## src/hdl/ple_pkg.sv

```systemverilog
package ple_pkg;

	localparam int CAPACITY = 64;
	localparam int ADDR_W   = (CAPACITY > 1) ? $clog2(CAPACITY) : 1;
	localparam int CNT_W    = $clog2(CAPACITY + 1);

	localparam int OP_W  = 3;
	localparam int POS_W = 7;
	localparam int VAL_W = 32;
	localparam int ST_W  = 2;

	localparam int CMP_W = ((CNT_W > POS_W) ? CNT_W : POS_W) + 1;

	typedef logic [OP_W-1:0] op_t;
	localparam op_t OP_CLEAR  = 3'd0;
	localparam op_t OP_INSERT = 3'd1;
	localparam op_t OP_UPDATE = 3'd2;
	localparam op_t OP_DELETE = 3'd3;
	localparam op_t OP_PRINT  = 3'd4;

	typedef logic [ST_W-1:0] status_t;
	localparam status_t ST_OK     = 2'd0;
	localparam status_t ST_BADPOS = 2'd1;
	localparam status_t ST_FULL   = 2'd2;
	localparam status_t ST_EMPTY  = 2'd3;

endpackage

```

## src/hdl/ple_ram.sv

```systemverilog
module ple_ram #(
	parameter int WIDTH = 32,
	parameter int DEPTH = 64,
	localparam int AW = (DEPTH > 1) ? $clog2(DEPTH) : 1
) (
	input  logic             clk,
	input  logic             we,
	input  logic [AW-1:0]    waddr,
	input  logic [WIDTH-1:0] wdata,
	input  logic             re,
	input  logic [AW-1:0]    raddr,
	output logic [WIDTH-1:0] rdata
);

	logic [WIDTH-1:0] mem [DEPTH];

	always_ff @(posedge clk) begin
		if (we) begin
			mem[waddr] <= wdata;
		end
		if (re) begin
			rdata <= mem[raddr];
		end
	end

endmodule

```

## src/hdl/positional_list_editor_core.sv

```systemverilog
// Positional list editor: an ordered list of signed 32-bit entries kept in a
// single-port-write, single-port-read RAM, plus an entry count.
// Request channel (in_valid/in_ready): operation, position, value.
//   clear, insert, update, delete, print; one request is taken at a time,
//   in_ready is high only while the block is idle.
// Result channel (out_valid/out_ready): item_value, item_position, status,
//   last. Every request gives one result, print gives one per entry, and
//   last marks the final result of a request.
// Clear, update, unused codes, empty print and rejected requests go straight
//   to the result state. Insert (position 0 read as 1) and delete shift the
//   later entries, the RAM moving one entry per cycle (read, then write
//   back). Print gives one entry per cycle while the receiver keeps up,
//   limited by the single RAM read port.
// The next request is taken the cycle after the final result is loaded, so
//   requests never overlap.
// A stalled receiver holds the output register; shifting continues, print
//   pauses its reads until the register frees up.
// Reset empties the list and idles the block; RAM contents are not cleared.
module positional_list_editor_core (
	input  logic                              clk,
	input  logic                              arst_n,
	input  logic                              in_valid,
	output logic                              in_ready,
	input  logic [ple_pkg::OP_W-1:0]          operation,
	input  logic [ple_pkg::POS_W-1:0]         position,
	input  logic signed [ple_pkg::VAL_W-1:0]  value,
	output logic                              out_valid,
	input  logic                              out_ready,
	output logic signed [ple_pkg::VAL_W-1:0]  item_value,
	output logic [ple_pkg::POS_W-1:0]         item_position,
	output logic [ple_pkg::ST_W-1:0]          status,
	output logic                              last
);

	localparam int AW = ple_pkg::ADDR_W;
	localparam int CW = ple_pkg::CNT_W;
	localparam int MW = ple_pkg::CMP_W;

	typedef enum logic [2:0] {S_IDLE, S_UP, S_DOWN, S_PRINT, S_RESP} state_t;

	state_t                       state_q;
	logic [CW-1:0]                count_q;
	logic [CW-1:0]                idx_q;
	logic [CW-1:0]                tgt_q;
	logic [ple_pkg::VAL_W-1:0]    val_q;
	ple_pkg::status_t             status_q;
	logic                         wpend_s1;
	logic [AW-1:0]                waddr_s1;
	logic                         rvalid_s1;
	logic [CW-1:0]                ridx_s1;
	logic                         out_valid_q;
	logic [ple_pkg::VAL_W-1:0]    item_value_q;
	logic [ple_pkg::POS_W-1:0]    item_position_q;
	ple_pkg::status_t             status_out_q;
	logic                         last_q;

	logic                         accept;
	logic [MW-1:0]                pos_c;
	logic [MW-1:0]                pos_eff;
	logic [MW-1:0]                pos_m1;
	logic [MW-1:0]                cnt_c;
	logic                         full;
	logic                         ins_bad;
	logic                         edit_bad;
	logic                         can_load;
	logic                         up_move;
	logic                         down_move;
	logic                         pr_issue;
	logic                         pr_load;
	logic [CW-1:0]                raddr_c;
	logic                         ram_we;
	logic [AW-1:0]                ram_waddr;
	logic [ple_pkg::VAL_W-1:0]    ram_wdata;
	logic                         ram_re;
	logic [ple_pkg::VAL_W-1:0]    ram_rdata;

	assign in_ready = (state_q == S_IDLE);
	assign accept   = in_valid && in_ready;

	assign pos_c    = MW'(position);
	assign pos_eff  = (position == '0) ? MW'(1) : pos_c;
	assign pos_m1   = pos_c - MW'(1);
	assign cnt_c    = MW'(count_q);
	assign full     = cnt_c >= MW'(ple_pkg::CAPACITY);
	assign ins_bad  = pos_eff > (cnt_c + MW'(1));
	assign edit_bad = (pos_c == '0) || (pos_c > cnt_c);

	assign can_load  = !out_valid_q || out_ready;
	assign up_move   = (state_q == S_UP) && (idx_q != tgt_q);
	assign down_move = (state_q == S_DOWN)
		&& (({1'b0, idx_q} + (CW+1)'(1)) < {1'b0, count_q});
	assign pr_issue  = (state_q == S_PRINT) && (idx_q != count_q)
		&& (!rvalid_s1 || can_load);
	assign pr_load   = (state_q == S_PRINT) && rvalid_s1 && can_load;

	always_comb begin
		case (state_q)
			S_UP:    raddr_c = idx_q - CW'(1);
			S_DOWN:  raddr_c = idx_q + CW'(1);
			default: raddr_c = idx_q;
		endcase
	end

	assign ram_re = up_move || down_move || pr_issue;

	always_comb begin
		ram_we    = 1'b0;
		ram_waddr = pos_m1[AW-1:0];
		ram_wdata = value;
		if (wpend_s1) begin
			ram_we    = 1'b1;
			ram_waddr = waddr_s1;
			ram_wdata = ram_rdata;
		end else if (state_q == S_UP && !up_move) begin
			ram_we    = 1'b1;
			ram_waddr = tgt_q[AW-1:0];
			ram_wdata = val_q;
		end else if (accept && operation == ple_pkg::OP_UPDATE && !edit_bad) begin
			ram_we    = 1'b1;
		end
	end

	ple_ram #(
		.WIDTH(ple_pkg::VAL_W),
		.DEPTH(ple_pkg::CAPACITY)
	) u_ram (
		.clk   (clk),
		.we    (ram_we),
		.waddr (ram_waddr),
		.wdata (ram_wdata),
		.re    (ram_re),
		.raddr (raddr_c[AW-1:0]),
		.rdata (ram_rdata)
	);

	always_ff @(posedge clk or negedge arst_n) begin
		if (!arst_n) begin
			state_q         <= S_IDLE;
			count_q         <= '0;
			idx_q           <= '0;
			tgt_q           <= '0;
			val_q           <= '0;
			status_q        <= ple_pkg::ST_OK;
			wpend_s1        <= 1'b0;
			waddr_s1        <= '0;
			rvalid_s1       <= 1'b0;
			ridx_s1         <= '0;
			out_valid_q     <= 1'b0;
			item_value_q    <= '0;
			item_position_q <= '0;
			status_out_q    <= ple_pkg::ST_OK;
			last_q          <= 1'b0;
		end else begin
			wpend_s1 <= up_move || down_move;
			waddr_s1 <= idx_q[AW-1:0];
			if (out_valid_q && out_ready) begin
				out_valid_q <= 1'b0;
			end
			case (state_q)
				S_IDLE: begin
					if (accept) begin
						val_q    <= value;
						status_q <= ple_pkg::ST_OK;
						state_q  <= S_RESP;
						case (operation)
							ple_pkg::OP_CLEAR: begin
								count_q <= '0;
							end
							ple_pkg::OP_INSERT: begin
								if (full) begin
									status_q <= ple_pkg::ST_FULL;
								end else if (ins_bad) begin
									status_q <= ple_pkg::ST_BADPOS;
								end else begin
									idx_q   <= count_q;
									tgt_q   <= CW'(pos_eff - MW'(1));
									state_q <= S_UP;
								end
							end
							ple_pkg::OP_UPDATE: begin
								if (edit_bad) begin
									status_q <= ple_pkg::ST_BADPOS;
								end
							end
							ple_pkg::OP_DELETE: begin
								if (edit_bad) begin
									status_q <= ple_pkg::ST_BADPOS;
								end else begin
									idx_q   <= CW'(pos_m1);
									state_q <= S_DOWN;
								end
							end
							ple_pkg::OP_PRINT: begin
								if (count_q == '0) begin
									status_q <= ple_pkg::ST_EMPTY;
								end else begin
									idx_q   <= '0;
									state_q <= S_PRINT;
								end
							end
							default: begin
							end
						endcase
					end
				end
				S_UP: begin
					if (up_move) begin
						idx_q <= idx_q - CW'(1);
					end else if (!wpend_s1) begin
						count_q <= count_q + CW'(1);
						state_q <= S_RESP;
					end
				end
				S_DOWN: begin
					if (down_move) begin
						idx_q <= idx_q + CW'(1);
					end else if (!wpend_s1) begin
						count_q <= count_q - CW'(1);
						state_q <= S_RESP;
					end
				end
				S_PRINT: begin
					if (pr_issue) begin
						rvalid_s1 <= 1'b1;
						ridx_s1   <= idx_q;
						idx_q     <= idx_q + CW'(1);
					end else if (pr_load) begin
						rvalid_s1 <= 1'b0;
					end
					if (pr_load) begin
						out_valid_q     <= 1'b1;
						item_value_q    <= ram_rdata;
						item_position_q <= ple_pkg::POS_W'({1'b0, ridx_s1} + (CW+1)'(1));
						status_out_q    <= ple_pkg::ST_OK;
						last_q          <= ({1'b0, ridx_s1} + (CW+1)'(1)) == {1'b0, count_q};
					end
					if (idx_q == count_q && (!rvalid_s1 || pr_load)) begin
						state_q <= S_IDLE;
					end
				end
				S_RESP: begin
					if (can_load) begin
						out_valid_q     <= 1'b1;
						item_value_q    <= '0;
						item_position_q <= '0;
						status_out_q    <= status_q;
						last_q          <= 1'b1;
						state_q         <= S_IDLE;
					end
				end
				default: begin
					state_q <= S_IDLE;
				end
			endcase
		end
	end

	assign out_valid     = out_valid_q;
	assign item_value    = item_value_q;
	assign item_position = item_position_q;
	assign status        = status_out_q;
	assign last          = last_q;

	a_count_range: assert property (@(posedge clk) disable iff (!arst_n)
		{1'b0, count_q} <= (CW+1)'(ple_pkg::CAPACITY))
		else $error("entry count above capacity");

	a_no_rw_overlap: assert property (@(posedge clk) disable iff (!arst_n)
		(ram_we && ram_re) |-> (ram_waddr != raddr_c[AW-1:0]))
		else $error("read and write to the same entry in one cycle");

	a_print_nonempty: assert property (@(posedge clk) disable iff (!arst_n)
		(state_q == S_PRINT) |-> (count_q != '0))
		else $error("print running on an empty list");

	a_rvalid_in_print: assert property (@(posedge clk) disable iff (!arst_n)
		rvalid_s1 |-> (state_q == S_PRINT))
		else $error("read data pending outside print");

	a_shift_no_output: assert property (@(posedge clk) disable iff (!arst_n)
		((state_q == S_UP || state_q == S_DOWN) && !out_valid_q) |=> !out_valid_q)
		else $error("result issued during shift");

endmodule

```

## config.mk

```make
export PLATFORM = sky130hd
export DESIGN_NAME = positional_list_editor_core
export DESIGN_NICKNAME = d
export VERILOG_FILES = /design/src/hdl/ple_pkg.sv /design/src/hdl/ple_ram.sv /design/src/hdl/positional_list_editor_core.sv
export SDC_FILE = /design/constraint.sdc
export NUM_CORES = 2
export LEC_CHECK = 0
export BUFFER_PORTS_ARGS = -buffer_cell sky130_fd_sc_hd__buf_4
export CAP_MARGIN = 10
export CELL_PAD_IN_SITES_DETAIL_PLACEMENT = 0
export CELL_PAD_IN_SITES_GLOBAL_PLACEMENT = 2
export CORE_MARGIN = 3
export CORE_UTILIZATION = 45
export CTS_BUF_LIST = sky130_fd_sc_hd__clkbuf_16
export CTS_CLUSTER_SIZE = 8
export DETAILED_ROUTE_END_ITERATION = 8
export MAX_ROUTING_LAYER = met4
export PLACE_DENSITY_LB_ADDON = 0.1
export SYNTH_ARGS = -nofsm -noshare
export SYNTH_HDL_FRONTEND = slang
export SYNTH_HIERARCHICAL = 1
export SYNTH_SLANG_ARGS = --single-unit
```

## constraint.sdc

```tcl
create_clock -name clk -period 7.1 [get_ports clk]
set_input_delay 1.42 -clock clk [delete_from_list [all_inputs] [get_ports clk]]
set_output_delay 1.42 -clock clk [all_outputs]
set_load 0.02 [all_outputs]
```

# Yosys cells after proc, flatten, opt, wreduce, memory -nomap -nowiden
# Memories as Yosys holds them, arrays and structs flattened. A register that Yosys moved wholly into a read port is not among the register bits.
# Index checks and enable logic that the tools add are counted.
op_classes:
  add_sub_neg: 9
  magnitude_cmp: 4
  eq_ne: 29
  n_mux: 63
  n_bitwise: 2
  n_reduce_logical: 40
ops:
  columns: ["op", "n"]
  rows:
  - ["$mux 32", 4]
  - ["$mux 7", 17]
  - ["$pmux 32 s2", 1]
  - ["$pmux 7 s3", 2]
  - ["$mux 3", 10]
  - ["$pmux 7 s4", 1]
  - ["$sub 7x1->7 const B", 4]
  - ["$add 7x1->8 const B", 3]
  - ["$ne 2x2->1 const B", 9]
  - ["$pmux 3 s5", 1]
  - ["$add 7x1->7 const B", 2]
  - ["$logic_not 7->1", 2]
  - ["$mux 1", 14]
  - ["$ne 7x7->1", 2]
  - ["$pmux 7 s2", 1]
  - ["$eq 3x2->1 const B", 4]
  - ["$logic_and 1x1->1", 12]
  - ["$mux 6", 2]
  - ["$ne 3x3->1 const B", 4]
  - ["$pmux 6 s2", 1]
  - ["$reduce_and 10->1", 1]
  - ["$reduce_and 5->1", 2]
  - ["$pmux 3 s3", 1]
  - ["$eq 8x7->1", 1]
  - ["other kinds (25)", 46]
word_totals:
  register_bits: 116
  mem_bits_rw: 2048
  in_bits: 46
  out_inout_bits: 44
  word_cells: 163
  n_memories: 1
mem_list:
  columns: ["name", "depth", "word_bits", "rd", "rd_ports_with_merged_regs", "wr", "line", "rtl"]
  rows:
  - ["u_ram.mem", 64, 32, 1, 1, 1, "ple_ram.sv:15", "logic [WIDTH-1:0] mem [DEPTH];"]

# Depth between registers and ports, before layout
depth:
  depth_word: 9
  depth_mapped: 16
  depth_no_buf: 13

# Hierarchy
# Netlist, hierarchy kept.
by_module_without_submodules:
  columns: ["module", "n_inst", "cells_each", "area_per_inst_um2", "seq_area_each_um2"]
  rows:
  - ["ple_ram", 1, 3323, 78825.6, 62459.9]
  - ["positional_list_editor_core", 1, 824, 7285.7, 2902.8]

# Least setup slack after synthesis
# Ideal clock, no wire load.
synth_timing:
  kind: "input to register"
  from: "input port position[4] in the netlist's numbering"
  to: "memory u_ram.mem[36][0] (enable)"
  setup_ns: 0.461
  arrival_time_ns: 5.048
  t_required_ns: 6.639
  setup_slack_ns: 1.591
  cell_stages: 9
  n_path_buf: 0
  path_cell_list: "ha_1 -> a211oi_1 -> nor2_1 -> o31a_1 -> nor2_1 -> nand4b_1 -> nand3b_1 -> nand4_1 -> nor3_1"
synth_between:
  elab_chain_len: 9
  elab_cells_between_ends: 13
  classes_between: "1 x add/sub; 1 x order compare; 7 x mux; 4 x reduce/logical"
synth_rtl:
  columns: ["element", "line", "rtl"]
  rows:
  - ["start: declaration", "positional_list_editor_core.sv:25", "input logic [ple_pkg::POS_W-1:0] position,"]
  - ["$gt 7x7->1 or $logic_not 8->1 (tied branches)", "positional_list_editor_core.sv:86", "assign edit_bad = (pos_c == '0) || (pos_c > cnt_c);"]
  - ["$logic_or 1x1->1 *", "positional_list_editor_core.sv:86", null]
  - ["$logic_not 1->1 *", "positional_list_editor_core.sv:118", "end else if (accept && operation == ple_pkg::OP_UPDATE && !edit_bad) begin"]
  - ["$logic_and 1x1->1 *", "positional_list_editor_core.sv:118", null]
  - ["$mux 1 *", "positional_list_editor_core.sv:118", null]
  - ["$mux 1 *", "positional_list_editor_core.sv:114", "end else if (state_q == S_UP && !up_move) begin"]
  - ["$mux 1 *", "positional_list_editor_core.sv:110", "if (wpend_s1) begin"]
  - ["net ram_we", "positional_list_editor_core.sv:71", "logic ram_we;"]
  - ["$mux 1 *", "ple_ram.sv:18", "if (we) begin"]
  - ["$mux 1 (not written as such) *", "ple_ram.sv:19", "mem[waddr] <= wdata;"]
  - ["end: declaration", "ple_ram.sv:15", null]
# Mark *: on every way through the listed nets, which the timed path passes. The rest lies on a longest branch.

# Final worst setup path
layout_timing:
  from: "register state_q[0]"
  to: "register u_ram.rdata[24], read port of u_ram.mem, data pin"
layout_between:
  elab_cells_between_ends: 10
  classes_between: "3 x eq/ne; 1 x mux; 6 x reduce/logical"
layout_rtl:
  columns: ["element", "line", "rtl"]
  rows:
  - ["start: declaration", "positional_list_editor_core.sv:41", "state_t state_q;"]
  - ["start signal: assignment", "positional_list_editor_core.sv:138", "state_q <= S_IDLE;"]
  - ["start signal: assignment", "positional_list_editor_core.sv:164", "state_q <= S_RESP;"]
  - ["start signal: assignment", "positional_list_editor_core.sv:177", "state_q <= S_UP;"]
  - ["$eq 3x2->1 or $eq 3x1->1 (tied branches)", "positional_list_editor_core.sv:97", "case (state_q)"]
  - ["$pmux 6 s2 *", "positional_list_editor_core.sv:97", null]
  - ["net raddr_c[0]", "positional_list_editor_core.sv:70", "logic [CW-1:0] raddr_c;"]
  - ["end: declaration", "ple_ram.sv:12", "output logic [WIDTH-1:0] rdata"]
# Marked as above.
# A chain may end at the register's enable or synchronous reset.

==> metrics.log <==
[metrics] result of the run: finished clean
[metrics] max capacitance violation total: 0
[metrics] Peak Freq: 178 MHz
[metrics] number of buffers inserted during clock tree synthesis: 324
[metrics] combinational cell fraction of total power: 29.2%
[metrics] share of final-layout standard cells stronger than drive strength 1: between 20 and 30%
[metrics] sequential-to-total area share from yosys stat: approximately three quarters
[metrics] leakage dissipation: 32.6 nW
[metrics] number of fillers in the final layout: 14700
[metrics] Setup crit end kind: flip-flop
[metrics] vias in the first global route: 43700
[metrics] starting density of the core: 45.6%
[metrics] commonest cells after routing, fill and taps aside: 2080 x edfxtp_1, 544 x mux4_2, 327 x clkbuf_16
[metrics] total via count in the routed design: 43800
[metrics] clock latency reported for the late side of the worst-skew pair: 930 ps
[metrics] total of hold buffers inserted after clock tree synthesis: 0
[metrics] Post-Synthesis Cells: 4147
[metrics] placer congestion estimate: between 0.8 and 0.9
[metrics] number of nets with antenna violations after detailed routing: 0
[metrics] startpoint type of the worst setup path: flip-flop
[metrics] worst setup timing slack at the placement stage: 1390 ps
[metrics] share of total power in sequential cells: between 30% and 40%
[metrics] headroom to the max-slew limit: 13.6%
[metrics] Clock Pin Slew Worst Setup and Hold Paths: 50 ps
[metrics] routed length on met3: 20.3 mm
[metrics] Register Area: roughly 0.065 mm^2
[metrics] highest fanout seen on the critical path: 54
[metrics] post-detailed-placement half-perimeter wirelength: approximately 150 mm
[metrics] switching share of total power: 31.2%
[metrics] internal power: 0.0275 W
[metrics] number of nets produced by synthesis: 4226
[metrics] DRC violation count after routing: 0
[metrics] placed insts: 6675
[metrics] post-detailed-route wirelength per cell: 34.6 um
[metrics] CTS tree: yes
[metrics] number of primary I/O pins: 90
[metrics] Mapped Avg Cell Area: 20.8 um^2
[metrics] Die Y-Extent: 443 um
[metrics] area taken by multi-input logic gates: 0.0205 mm^2
[metrics] overall overflow remaining after global route: 0
[metrics] input/output buffers: 89
[metrics] worst ir drop on vdd: roughly 0.00033 V
[metrics] Final Hold Fails: 0
[metrics] Setup violations, final: 0
[metrics] pin slew with the least headroom to its limit: 1290 ps
[metrics] number of antenna violations at the first check in global routing: 9
[metrics] data arrival at the endpoint of the critical path: 6230 ps
[metrics] worst hold path type: in2async
[metrics] share of flip-flops with an asynchronous set or reset after synthesis: 5.28%
[metrics] buffers inserted by post-CTS timing repair: 0
[metrics] number of synthesized flops with an enable pin: ~2100
[metrics] part of the power in the clock network: 32.9%
[metrics] reported net switching power: between 0.01 and 0.015 W
[metrics] number of gates resized after CTS: 0
[metrics] total core area: 0.189 mm^2
[metrics] post-detailed-routing wire length: 245 mm
[metrics] maximum number of pins on one net before global-route repair: 74
[metrics] total power per unit cell area: 401 mW/mm^2
[metrics] required time at the endpoint of the critical path: 7710 ps
[metrics] minimum setup slack in the final design: between 1000 and 1500 ps
[metrics] maximum clock skew at final layout: 58.3 ps
[metrics] 1st-pass router iterations: 5
[metrics] unrepaired setup endpoints after global routing: no
[metrics] number of cells in the finished layout apart from fillers: 7070
[metrics] Final #Nets: 4587
[metrics] crit path kind: reg2reg
[metrics] master cell of the clock root buffer: clkbuf_16
[metrics] time the worst path needs with I/O delays and setup: roughly 5600 ps
[metrics] post-route met1 wirelength: 108 mm
[metrics] starting DRC count in detailed routing: 5193
[metrics] top layer reached by signal wires: met4
[metrics] floorplan die width: 443 um
[metrics] wire length of the first global-routing pass: approximately 350 mm
[metrics] total routing resource utilization after global routing: between 20% and 30%
[metrics] total of warnings raised by yosys: 6
[metrics] area delta synth->final: 16.0%
[metrics] num rows: approximately 160
[metrics] clock sink count: 2196
[metrics] commonest non-fill, non-tap cell in the layout: edfxtp_1
[metrics] routed vias/inst: 6.19
[metrics] #FFs+latches synth: 2196
[metrics] Die ar.: 0.197 mm^2
[metrics] most used flip-flop cell after synthesis: edfxtp_1
[metrics] distinct cell type count of the synthesized netlist: between 70 and 80
[metrics] Final Cycle Share: 79.2%
[metrics] Clock H-tree levels: 5
[metrics] DR WL met2: 111 mm
[metrics] final total negative setup slack: 0 ps
[metrics] netlist area before placement: 0.0861 mm^2
[metrics] number of buffers between clock root and the deepest sink: 4
[metrics] max-slew violation count: 0
## layer usage
layer | track usage, % | vias to the layer above
met5 | - | -
met2 | 37.1 | 1923
li1 | - | 17800
met3 | 4.88 | 306
met4 | 6.17 | 0
met1 | 38.4 | 23700
## final timing paths
check	start	to	slack, ps	cells past startpoint
worst max-delay path	state_q[0]	u_ram/rdata[24]	1480	13
worst min-delay path	arst_n	tgt_q[6]	440	1
worst max register to register	state_q[0]	u_ram/rdata[24]	1480	13
worst min register to register	val_q[28]	val_q[28]	470	2
max in group asynchronous	arst_n	item_value[22]	5500	2
min in group clk	val_q[28]	val_q[28]	470	2
## cells in the mapped netlist, types with 21 or more instances
library cell	instances	area share, %
a21oi_1	92	0.53
a22o_1	38	0.39
buf_1	23	0.10
buf_2	68	0.40
clkbuf_1	120	0.52
dfrtp_1	116	3.4
edfxtp_1	2080	73
ha_1	32	0.46
mux2i_1	132	1.5
mux4_2	544	14
nand2_1	196	0.85
nand3_1	21	0.12
nor2_1	178	0.78
nor3_1	23	0.13
o21ai_0	74	0.43
o221ai_1	27	0.27
o22ai_1	87	0.63
xnor2_1	30	0.31
## worst max-delay path, cell delays in order, from the launching register on
cell and delay, ps:
dfrtp_1 550, nand2b_1 220, nor2_1 60, buf_4 190, nor2_1 570, xnor2_2 320, buf_4 440, buf_12 410
buf_12 330, mux4_2 550, o22ai_1 520, nor2_1 140, a21oi_1 780, nor2_1 130
## area by class of cell
class | count | area share [%]
diodes | 3 | 0.00752
inverters | 20 | 0.0752
multi-input cells | 1690 | 20.5
repair buffers | 276 | 2.37
clock buffers | 327 | 8.19
well taps | 2495 | 3.13
flip-flops and latches | 2196 | 65.5
clock inverters | 63 | 0.277
## flip-flops by register name, indices dropped and copies added (netlist names), 3 cells and up
| register | flops |
|---|---|
| count_q | 7 |
| idx_q | 7 |
| item_position | 7 |
| item_value | 32 |
| ridx_s1 | 7 |
| state_q | 3 |
| tgt_q | 7 |
| u_ram/mem | 2048 |
| u_ram/rdata | 32 |
| val_q | 32 |
| waddr_s1 | 6 |
## power groups by stage
| stage | Combinational, W | Sequential (W) | Clock [W] |
|---|---|---|---|
| final | 0.0117 | 0.0152 | 0.0132 |
| after global routing | 0.0123 | 0.0152 | 0.0140 |
| after CTS | 0.0118 | 0.0152 | 0.0135 |
| after detailed placement | 0.0117 | 0.0154 | 0 |
| after global placement | 0.0117 | 0.0154 | 0 |
| after floorplan | 0.00722 | 0.0153 | 0 |
## logic make-up (layout without fill, tap and decap cells)
| family | after synthesis | count (layout) | synth area share [%] |
|---|---|---|---|
| and+or+nand+nor | 521 | 521 | 2.71 |
| buffers and inverters | 261 | 686 | 1.41 |
| xor gates and xnor gates | 50 | 50 | 0.509 |
| DFF | 2196 | 2196 | 75.9 |
| muxes | 691 | 691 | 16.0 |
| other | 0 | 3 | 0 |
| adders and majority gates | 33 | 33 | 0.488 |
| AOI/OAI and AO/OA | 395 | 395 | 3.02 |
## metrics by stage
step | total power (W) | util [%] | hold WS [ps] | area [um^2]
after floorplan | 0.0225 | - | 349 | 86100
after detailed placement | 0.0271 | 48.3 | 461 | 91400
after CTS | 0.0404 | 52.8 | 394 | 99800
after global placement | 0.0271 | 48.3 | 457 | 91300
final | 0.0400 | 52.8 | 436 | 99900
after global routing | 0.0415 | 52.8 | 435 | 99900
Power figures use the tool's default switching activity.
